### config.mk
export PLATFORM = sky130hd
export DESIGN_NAME = qph_hash
export DESIGN_NICKNAME = d
export VERILOG_FILES = /design/src/design/qph_pkg.sv /design/src/design/qph_hash.sv
export SDC_FILE = /design/constraint.sdc
export NUM_CORES = 1
export LEC_CHECK = 0
export BUFFER_PORTS_ARGS = -buffer_cell sky130_fd_sc_hd__buf_2
export CORE_MARGIN = 2
export CORE_UTILIZATION = 24
export DETAILED_ROUTE_END_ITERATION = 12
export HOLD_SLACK_MARGIN = 0.1
export PLACE_DENSITY_LB_ADDON = 0.1
export SYNTH_ARGS = -nofsm -noshare
export SYNTH_HDL_FRONTEND = slang
export SYNTH_SLANG_ARGS = --single-unit
### constraint.sdc
create_clock -name clk -period 8.1 [get_ports clk]
set_clock_uncertainty 0.1 [all_clocks]
set_input_delay 0.405 -clock clk [delete_from_list [all_inputs] [get_ports clk]]
set_output_delay 0.405 -clock clk [all_outputs]
set_load 0.005 [all_outputs]
### src/design/qph_pkg.sv
// ----------------------------------------------------------------------------
// qph_pkg
// Types and codes shared by the quadratic probe hash table core.
// ----------------------------------------------------------------------------
package qph_pkg;

  localparam logic [1:0] OP_INSERT = 2'd0;
  localparam logic [1:0] OP_REMOVE = 2'd1;
  localparam logic [1:0] OP_LOOKUP = 2'd2;

  localparam logic [1:0] ST_OK        = 2'd0;
  localparam logic [1:0] ST_NOT_FOUND = 2'd1;
  localparam logic [1:0] ST_FULL      = 2'd2;

  localparam logic [1:0] KIND_EMPTY = 2'd0;
  localparam logic [1:0] KIND_USED  = 2'd1;
  localparam logic [1:0] KIND_TOMB  = 2'd2;

  localparam logic [63:0] HASH_SEED = 64'd5381;

  typedef struct packed {
    logic [1:0]  op;
    logic [63:0] key;
    logic [3:0]  key_len;
    logic [63:0] value;
    logic [3:0]  value_len;
  } in_t;

  typedef struct packed {
    logic [1:0]  status;
    logic [63:0] found_value;
    logic [3:0]  found_len;
    logic [9:0]  slot_index;
  } out_t;

  typedef struct packed {
    logic [63:0] key;
    logic [3:0]  key_len;
    logic [63:0] value;
    logic [3:0]  value_len;
  } slot_t;

endpackage

### src/design/qph_hash.sv
// ----------------------------------------------------------------------------
// qph_hash
// djb2 hash, one key byte per cycle, then reduction modulo the table length,
// four hash bits per cycle.
// ----------------------------------------------------------------------------
module qph_hash #(
  parameter int SLOT_COUNT = 1021,
  parameter int IW = 10
) (
  input  logic          clk,
  input  logic          rst,
  input  logic          start,
  input  logic [63:0]   key,
  input  logic [3:0]    key_len,
  output logic          done,
  output logic [IW-1:0] index
);

  typedef enum logic [1:0] {HS_IDLE, HS_BYTE, HS_MOD} hs_state_t;

  localparam logic [IW:0] TL = (IW+1)'(SLOT_COUNT);

  hs_state_t     state;
  logic [63:0]   h;
  logic [3:0]    cnt;
  logic [IW-1:0] rem;
  logic [IW-1:0] rem_next;
  logic [7:0]    byte_sel;

  assign byte_sel = key[{cnt[2:0], 3'b000} +: 8];

  always_comb begin
    logic [IW:0] t;
    t = {1'b0, rem};
    for (int b = 3; b >= 0; b--) begin
      t = {t[IW-1:0], h[60+b]};
      if (t >= TL) t = t - TL;
    end
    rem_next = t[IW-1:0];
  end

  always_ff @(posedge clk) begin
    if (rst) begin
      state <= HS_IDLE;
      done  <= 1'b0;
    end else begin
      done <= (state == HS_MOD) && (cnt == 4'd15);
      case (state)
        HS_IDLE: begin
          if (start) begin
            h     <= qph_pkg::HASH_SEED;
            cnt   <= 4'd0;
            state <= HS_BYTE;
          end
        end
        HS_BYTE: begin
          if (cnt == key_len) begin
            rem   <= '0;
            cnt   <= 4'd0;
            state <= HS_MOD;
          end else begin
            h   <= (h << 5) + h + {56'd0, byte_sel};
            cnt <= cnt + 4'd1;
          end
        end
        HS_MOD: begin
          rem <= rem_next;
          h   <= {h[59:0], 4'b0000};
          cnt <= cnt + 4'd1;
          if (cnt == 4'd15) begin
            index <= rem_next;
            state <= HS_IDLE;
          end
        end
        default: state <= HS_IDLE;
      endcase
    end
  end

endmodule

==> results of run 1 <==
-- layout make-up --
type                            count  share of cell area (%)
Multi-Input combinational cell    894                    61.9
Sequential cell                    91                    24.1
Tap cell                          532                    5.94
Timing Repair Buffer               87                    4.02
Clock buffer                        9                    2.01
Inverter                           33                    1.11
Clock inverter                      7                   0.894
-- power breakdown --
part           total (mW)  switching, mW  internal, mW
Clock               0.492          0.220         0.272
Sequential          0.641         0.0653         0.575
Combinational        1.02          0.574         0.441
-- final timing paths --
kind	startpoint	to	slack, ns	cells past startpoint
worst min-delay path	rst	state[0]	0.17	2
worst min register to register	state[0]	state[0]	0.48	2
worst max register to register	cnt[0]	h[45]	1.79	18
worst max-delay path	cnt[0]	h[45]	1.79	18
-- worst register-to-register path, cell delays in order, from the launching register on --
cell       delay [ns]
edfxtp_1         1.07
mux4_2           0.61
mux2_2           0.29
ha_1             0.28
ha_1             0.22
fa_1             0.41
a21o_1           0.18
a21oi_1          0.23
o21ai_0          0.19
a31oi_1          0.42
nor3_1           0.11
o211ai_1         0.33
a21oi_1          0.18
o2111ai_1        0.34
o221ai_1         0.30
a21oi_1          0.36
o311ai_0         0.19
xnor2_1          0.17
o21ai_0          0.10
-- cells by family (layout without fill, tap and decap cells) --
group                      after synthesis  in the layout  share of synthesized area, %
DFF                                     91             91                          27.2
xor gates and xnor gates                75             75                          6.76
AOI/OAI and AO/OA                      351            351                          23.9
buffers and inverters                   81            136                          3.21
and+or+nand+nor                        300            300                          16.2
adders and majority gates              135            135                          17.3
muxes                                   33             33                          5.48
-- metrics by stage --
stage                     hold WS (ns)  setup slack, ns
after floorplan                  0.377             1.56
after global placement           0.448             1.83
after detailed placement         0.464             1.73
after CTS                        0.155             1.69
after global routing             0.177             1.20
final                            0.171             1.79
-- layer usage --
metal	vias up	part of all wire [%]
met4	0	1.6
met1	4026	46
met3	21	2.1
li1	4186	-
met2	83	50
met5	-	0
-- sequential cells by signal, indices dropped and copies added, names as in the netlist --
signal	count
h	64
index	10
rem	10
cnt	4
state	2
done	1
-- cell usage in the layout, fill, tap and decap left out, types with 14 or more instances in the layout --
cell type and n:
a211oi_1 14, a21o_1 52, a21oi_1 74, a22oi_1 31
and2_1 15, buf_2 81, edfxtp_1 88, ha_1 127
inv_1 33, mux4_2 16, nand2_1 63, nand3_1 24
nor2_1 53, nor2b_1 46, nor3_1 23, o21ai_0 65
xnor2_1 45, xor2_1 28
==> impl_metrics.json, run 1 <==
{
  "dr.pass1.iters": 5,
  "start_util_pct": 24.3,
  "via_count": 8316,
  "die_w_um": 207,
  "finalSetupTns_ns": 0,
  "synth_top_area_share_pct": 26.6,
  "dpl-instance-area_sq_mm": 0.0109,
  "start_kind": "register",
  "drive_gt1_share_pct": 13.8,
  "hold_viol_final": 0,
  "regArea_sq_mm": 0.00270,
  "post-cts-setup-buffers": 0,
  "yosys_warnings": 0,
  "max_freq_ghz": 0.158,
  "max-clock-path-buffers": 2,
  "drtIter0Drc": 311,
  "hp-class": "in2reg",
  "drc": 0,
  "placed_cells": 1637,
  "setup_violations": 0,
  "design_area_sq_mm": 0.0112,
  "use_met2_pct": 25.3,
  "p_leak_nw": 4.53,
  "areaGrowthSynthToFinish_pct": 12.7,
  "ctsHoldBuffers": 0,
  "core-area_sq_mm": 0.0408,
  "nFillCells": 4361,
  "cts_num_sinks": 91,
  "crit_family": "compound AO/OA/AOI/OAI gates",
  "synth.most_common_cell": "ha_1",
  "cts.clk_slew.worst_paths_ns": 0.08,
  "fin_crit_ns": 6.31,
  "antenna_cells": 0,
  "grt_busiest_layer": "met2",
  "ys.flop_type": "edfxtp_1",
  "slowest_stage": "edfxtp_1",
  "slew_violations": 0,
  "synthCells": 1066,
  "synthTopCellsByArea": "edfxtp_1 27%, ha_1 16%, xnor2_1 4.0%, a21o_1 3.9%, a21oi_1 3.7%",
  "grt_pass1_wl_um": 49300,
  "dieArea_sq_mm": 0.0430,
  "place_congestion": 0.788,
  "wl_um": 30400,
  "io_buffer_count": 81,
  "num_io_pins": 82,
  "required_ns": 8.12,
  "clock_latency_ns": 0.39,
  "synth-edff-count": 88,
  "post_drt_wl_per_cell_um": 18.4,
  "antenna_left": 0,
  "synth_area_sq_mm": 0.00994,
  "grt_usage_pct": 14.5,
  "cp_cell_sequence": "mux4_2 > mux2_2 > ha_1 > ha_1 > fa_1 > a21o_1 > a21oi_1 > o21ai_0 > a31oi_1 > nor3_1 > o211ai_1 > a21oi_1 > o2111ai_1 > o221ai_1 > a21oi_1 > o311ai_0 > xnor2_1 > o21ai_0",
  "synth_top_area_cell": "edfxtp_1",
  "maxCapViolations": 0,
  "grt_pass1_vias": 8731,
  "cts_resized": 0,
  "power_density_mw_per_mm2": 192,
  "end_kind": "register",
  "grt_max_degree": 65,
  "finalPower_mw": 2.15,
  "cts_buffers": 9,
  "syn_area_per_cell_sq_um": 9.32,
  "arrival_ns": 6.33,
  "root_buffer": "clkbuf_16",
  "cp_slowest_stage_delay_ns": 1.07,
  "use_met1_pct": 18.6,
  "period_share_pct": 77.9,
  "synth_seq_area_share_pct": 27.2,
  "vdd_drop_max_v": 0.000111,
  "ys_types": 83,
  "worstPathMaxFanout": 20,
  "worst_slew_pin_slew_ns": 1.10,
  "use_met3_pct": 1.95,
  "outcome": "complete, no violations",
  "ys_ff_latch": 91,
  "place_hpwl_um": 23300,
  "async_flop_share_pct": 0,
  "drt-vias-per-instance": 5.03,
  "final_util_pct": 27.4,
  "rsz0062_at_grt": "false",
  "final_nets": 1320,
  "stdcell_count": 1653,
  "path_buf_inv": 0,
  "rows": 74,
  "cts_tree": "built",
  "fp.dieH_um": 207,
  "crit_path_frequent_cell": "a21oi_1",
  "h-tree-depth": 3,
  "antenna_found_initial": 1,
  "slew_headroom_pct": 26.7,
  "multi_input_area_sq_mm": 0.00693,
  "path_class": "reg2reg",
  "grt-ovfl-total": 0,
  "synthTopCellsByCount": "129 x ha_1, 88 x edfxtp_1, 74 x a21oi_1, 65 x o21ai_0, 63 x nand2_1",
  "synth_fp_nets": 1270
}
Power figures use the tool's default switching activity.
==> run 2: changes to the inputs <==
==> constraint.sdc (replaced) <==
create_clock -name clk -period 5.2 [get_ports clk]
set_clock_uncertainty 0.1 [all_clocks]
set_input_delay 0.26 -clock clk [delete_from_list [all_inputs] [get_ports clk]]
set_output_delay 0.26 -clock clk [all_outputs]
set_load 0.005 [all_outputs]
==> impl_metrics.json, run 2 (synthesis results as in run 1) <==
{
  "clock_latency_ns": 0.37,
  "start_kind": "register",
  "placed_cells": 1698,
  "r2r-start": "cnt[0]",
  "grt_max_degree": 65,
  "required_ns": 5.20,
  "wl_um": 30700,
  "top_layer": "met4",
  "cp_slowest_stage_delay_ns": 0.49,
  "arrival_ns": 5.17,
  "end_kind": "register",
  "worst_slew_pin_slew_ns": 1.18,
  "regMostFlops": "h",
  "final_cell_mix": "124 x ha_1, 88 x edfxtp_1, 81 x buf_2",
  "place_hpwl_um": 23700,
  "crit_path_frequent_cell": "a21o_1",
  "period_share_pct": 99.4,
  "hp-class": "in2reg",
  "fp.dieH_um": 207,
  "num_io_pins": 82,
  "start_util_pct": 24.3,
  "h-tree-depth": 3,
  "cp_cell_sequence": "buf_12 > buf_4 > mux4_2 > mux2_2 > fa_1 > ha_2 > or3_4 > a211oi_4 > o211ai_1 > a21o_1 > o211a_1 > o2111a_2 > a2111oi_4 > o41ai_2 > a21o_1 > a31oi_1 > xor2_1 > o21ai_0",
  "hold-path-cell-count": 5,
  "vdd_drop_max_v": 0.000154,
  "slowest_stage": "mux4_2",
  "grt-ovfl-total": 0,
  "drive_gt1_share_pct": 21.4,
  "drtIter0Drc": 286,
  "path_class": "reg2reg",
  "die_w_um": 207,
  "finalPower_mw": 3.43,
  "cts_num_sinks": 91,
  "areaGrowthSynthToFinish_pct": 19.9,
  "root_buffer": "clkbuf_16",
  "antenna_left": 0,
  "rows": 74,
  "drt-vias-per-instance": 4.95,
  "dieArea_sq_mm": 0.0430,
  "wl_met3_um": 548,
  "slew_headroom_pct": 21.5,
  "mostFrequentLayoutCell": "ha_1",
  "post_drt_wl_per_cell_um": 17.8,
  "antenna_found_initial": 1,
  "grt_usage_pct": 14.3,
  "holdCritStartpoint": "start",
  "worstPathMaxFanout": 10,
  "cts_tree": "built",
  "core-area_sq_mm": 0.0408,
  "top_regs": "h x64, index x10, rem x10",
  "outcome": "complete, no violations",
  "rsz0062_at_grt": "true",
  "grt_pass1_vias": 8823,
  "fin_crit_ns": 5.17,
  "final_nets": 1392,
  "cts_buffers": 9,
  "worstRegToRegCells": 18,
  "max_freq_ghz": 0.193,
  "cts.clk_slew.worst_paths_ns": 0.08,
  "slew_violations": 0,
  "max-clock-path-buffers": 2,
  "setup_violations": 0,
  "drc": 0,
  "largest_reg_flops": 64,
  "stdcell_count": 1725,
  "wl_met1_um": 14400,
  "io_buffer_count": 81,
  "maxCapViolations": 0,
  "p_leak_nw": 4.89,
  "power_density_mw_per_mm2": 288,
  "dr.pass1.iters": 4,
  "hold_viol_final": 0,
  "grt_pass1_wl_um": 49400,
  "route.met2.wl_um": 15500,
  "r2r_slack_ns": 0.03,
  "antenna_cells": 0,
  "reg2reg_to": "h[36]",
  "hold_path_end": "state[1]",
  "place_congestion": 0.814,
  "via_count": 8533
}
==> run 2: worst max path at each step <==
stage               depth (start not counted)  slack, ns    end  startpoint
floorplan                                  18       0.01  h[36]      cnt[0]
global placement                           18      -0.21  h[36]      cnt[0]
detailed placement                         18      -0.30  h[36]      cnt[0]
CTS                                        18      -0.08  h[36]      cnt[0]
global route                               18      -0.20  h[36]      cnt[0]
finish                                     18       0.03  h[36]      cnt[0]
==> run 2: timing repair <==
item                                   4_1_cts  5_1_grt
buffers inserted                             1        9
hold buffers                                 1        0
endpoints found under the hold margin        3        0
setup endpoints to repair                   15       35
gates resized for setup                     10       33
pin swaps                                    5       22
==> run 2: metal layers <==
metal / GRT usage, % / vias to the layer above
met5: 0 / -
met4: 2.88 / 0
met3: 1.85 / 17
met2: 25.4 / 72
met1: 18.5 / 4123
li1: - / 4321
==> run 2: where the power goes <==
group	switching, mW	internal (mW)	total [mW]
clock	0.336	0.327	0.663
combinational	0.974	0.810	1.78
sequential	0.0841	0.896	0.980
total	1.39	2.03	3.43
==> run 2: per-stage QoR <==
| step | setup TNS, ns | setup WS, ns | utilization (%) | cell area [sq um] | hold slack [ns] |
|---|---|---|---|---|---|
| detailed placement | -1.92 | -0.298 | 27.8 | 11400 | 0.413 |
| CTS | -0.0760 | -0.0760 | 28.7 | 11700 | 0.348 |
| floorplan | 0 | 0.0115 | - | 9950 | 0.232 |
| global placement | -1.20 | -0.212 | 27.8 | 11400 | 0.423 |
| finish | 0 | 0.0307 | 29.2 | 11900 | 0.364 |
| global route | -1.21 | -0.201 | 29.2 | 11900 | 0.431 |
==> run 2: final cells by class <==
class	instances	area, sq um
Fill cell	4347	28900
Multi-Input combinational cell	894	7110
Sequential cell	91	2700
Timing Repair Buffer	159	1030
Tap cell	532	666
Clock buffer	9	225
Inverter	33	124
Clock inverter	7	52.6
==> run 2: critical path, delay by kind of cell (launching register included) <==
kind	cells	cell delay [ns]
AO/OA/AOI/OAI	10	2.12
XOR/XNOR	1	0.15
adder cells (fa/ha/maj)	2	0.66
buffers and inverters	2	0.29
flip-flops	1	0.40
multiplexers	2	0.77
AND/OR/NAND/NOR	1	0.41
==> run 3: changes to the inputs <==
--- a/config.mk
+++ b/config.mk
@@ -11,6 +11,7 @@
 export DETAILED_ROUTE_END_ITERATION = 12
 export HOLD_SLACK_MARGIN = 0.1
 export PLACE_DENSITY_LB_ADDON = 0.1
+export SETUP_SLACK_MARGIN = 0.2
 export SYNTH_ARGS = -nofsm -noshare
 export SYNTH_HDL_FRONTEND = slang
 export SYNTH_SLANG_ARGS = --single-unit
==> impl_metrics.json, run 3 (synthesis results as in run 1) <==
{
  "place_hpwl_um": 24400,
  "worstPathMaxFanout": 6,
  "p_seq_share_pct": 27.5,
  "arrival_ns": 5.17,
  "worst_slew_pin_slew_ns": 0.955,
  "fp.dieH_um": 207,
  "grt-ovfl-total": 0,
  "setup_violations": 0,
  "antenna_left": 0,
  "dpl-instance-area_sq_mm": 0.0113,
  "max-clock-path-buffers": 2,
  "final_nets": 1395,
  "io_buffer_count": 81,
  "fin_crit_ns": 5.17,
  "clock_latency_ns": 0.36,
  "final_util_pct": 29.8,
  "mostFrequentLayoutCell": "ha_1",
  "p_clk_share_pct": 20.4,
  "via_count": 8663,
  "path_depth": 20,
  "hold-path-cell-count": 5,
  "p_switching_mw": 1.43,
  "cts_num_sinks": 91,
  "die_w_um": 207,
  "largest_reg_flops": 64,
  "grt_usage_pct": 14.8,
  "areaGrowthSynthToFinish_pct": 22.4,
  "period_share_pct": 99.3,
  "nFillCells": 4334,
  "core-area_sq_mm": 0.0408,
  "hp-class": "in2reg",
  "pwr-share-comb_pct": 52.1,
  "r2r-start": "cnt[0]",
  "cts_tree": "built",
  "reg2reg_to": "h[60]",
  "antenna_found_initial": 2,
  "r2r_slack_ns": 0.03,
  "num_io_pins": 82,
  "path_class": "reg2reg",
  "outcome": "complete, no violations",
  "path_buf_inv": 4,
  "h-tree-depth": 3,
  "rows": 74,
  "cp_cell_sequence": "buf_6 > buf_16 > mux4_2 > mux2_2 > fa_1 > ha_2 > or3_4 > a211oi_4 > o211ai_1 > a21o_1 > o21ai_2 > buf_4 > a211oi_4 > o211ai_1 > a211oi_2 > buf_4 > a221o_1 > a21oi_2 > xor2_1 > o21ai_1",
  "regMostFlops": "h",
  "grt_max_degree": 65,
  "maxCapViolations": 0,
  "p_leak_nw": 4.96,
  "grt_pass1_wl_um": 50900,
  "dr.pass1.iters": 6,
  "cts_buffers": 9,
  "internal_power_mw": 2.13,
  "start_util_pct": 24.3,
  "slowest_stage": "mux4_2",
  "hold_viol_final": 0,
  "drive_gt1_share_pct": 23.1,
  "slew_headroom_pct": 36.4,
  "switching_share_pct": 40.2,
  "place_congestion": 0.805,
  "cp_slowest_stage_delay_ns": 0.48,
  "top_regs": "h x64, index x10, rem x10",
  "drtIter0Drc": 333,
  "vdd_drop_max_v": 0.000154,
  "end_kind": "register",
  "dieArea_sq_mm": 0.0430,
  "root_buffer": "clkbuf_16",
  "start_kind": "register",
  "crit_family": "compound AO/OA/AOI/OAI gates",
  "design_area_sq_mm": 0.0122,
  "post_drt_wl_per_cell_um": 18.4,
  "required_ns": 5.21,
  "grt_pass1_vias": 8910,
  "rsz0062_at_grt": "true",
  "wl_um": 31900,
  "drc": 0,
  "drt-vias-per-instance": 5.01,
  "cts.clk_slew.worst_paths_ns": 0.07,
  "power_density_mw_per_mm2": 292,
  "endpoint": "h[60]",
  "slew_violations": 0,
  "crit_start": "cnt[0]",
  "worstRegToRegCells": 20,
  "max_freq_ghz": 0.194,
  "final_cell_mix": "120 x ha_1, 88 x edfxtp_1, 81 x buf_2"
}
-- run 3: area by class of cell --
class                           count  area (sq um)  share of cell area [%]
Sequential cell                    91          2700                    22.2
Timing Repair Buffer              162          1080                    8.87
Tap cell                          532           666                    5.47
Clock inverter                      6          71.3                   0.586
Multi-Input combinational cell    894          7280                    59.8
Inverter                           33           124                    1.02
Clock buffer                       10           239                    1.96
Antenna cell                        2          5.00                  0.0411
-- run 3: power groups by stage --
| stage | sequential [mW] | clock [mW] | combinational, mW |
|---|---|---|---|
| 5_1_grt | 0.991 | 0.779 | 2.08 |
| 2_1_floorplan | 0.956 | 0 | 1.25 |
| 3_5_place_dp | 0.998 | 0 | 1.72 |
| 3_3_place_gp | 1.00 | 0 | 1.74 |
| 6_report | 0.979 | 0.726 | 1.85 |
| 4_1_cts | 0.984 | 0.751 | 1.81 |
-- run 3: tightest hold or removal path: stages --
cell,delay [ns]
buf_2,0.10
xor2_1,0.12
nor4_1,0.12
a21oi_1,0.14
nor3_1,0.05
-- run 3: layer usage --
metal,up-vias,routed length [um],GRT usage [%]
li1,4341,-,-
met3,10,428,1.68
met1,4258,15100,19.5
met2,54,16100,26.4
met5,-,0,0
met4,0,267,2.68
-- run 3: how the worst min path moves through the flow --
| stage | from | end |
|---|---|---|
| 2_1_floorplan | rst | state[0] |
| 3_3_place_gp | rst | state[0] |
| 3_5_place_dp | rst | state[0] |
| 4_1_cts | key_len[3] | state[1] |
| 5_1_grt | key_len[1] | state[1] |
| 6_report | key_len[1] | state[1] |
-- run 3: what timing repair did --
action,4_1_cts,5_1_grt
endpoints found under the hold margin,3,0
pin swaps,26,23
gates cloned,1,0
gates resized for setup,42,33
hold buffers,1,0
setup buffers,9,10
setup endpoints to repair,23,43
-- run 3: stage by stage --
step / power, mW / instances / hold WS [ns] / TNS [ns] / worst slack [ns]
after global placement: 2.74 / 1691 / 0.422 / -0.293 / -0.108
after floorplan: 2.21 / 1066 / 0.232 / 0 / 0.225
after detailed placement: 2.72 / 1691 / 0.430 / -0.793 / -0.205
after CTS: 3.54 / 1718 / 0.371 / -0.00485 / -0.00485
final: 3.56 / 1730 / 0.381 / 0 / 0.0339
after global routing: 3.85 / 1729 / 0.393 / -0.856 / -0.166
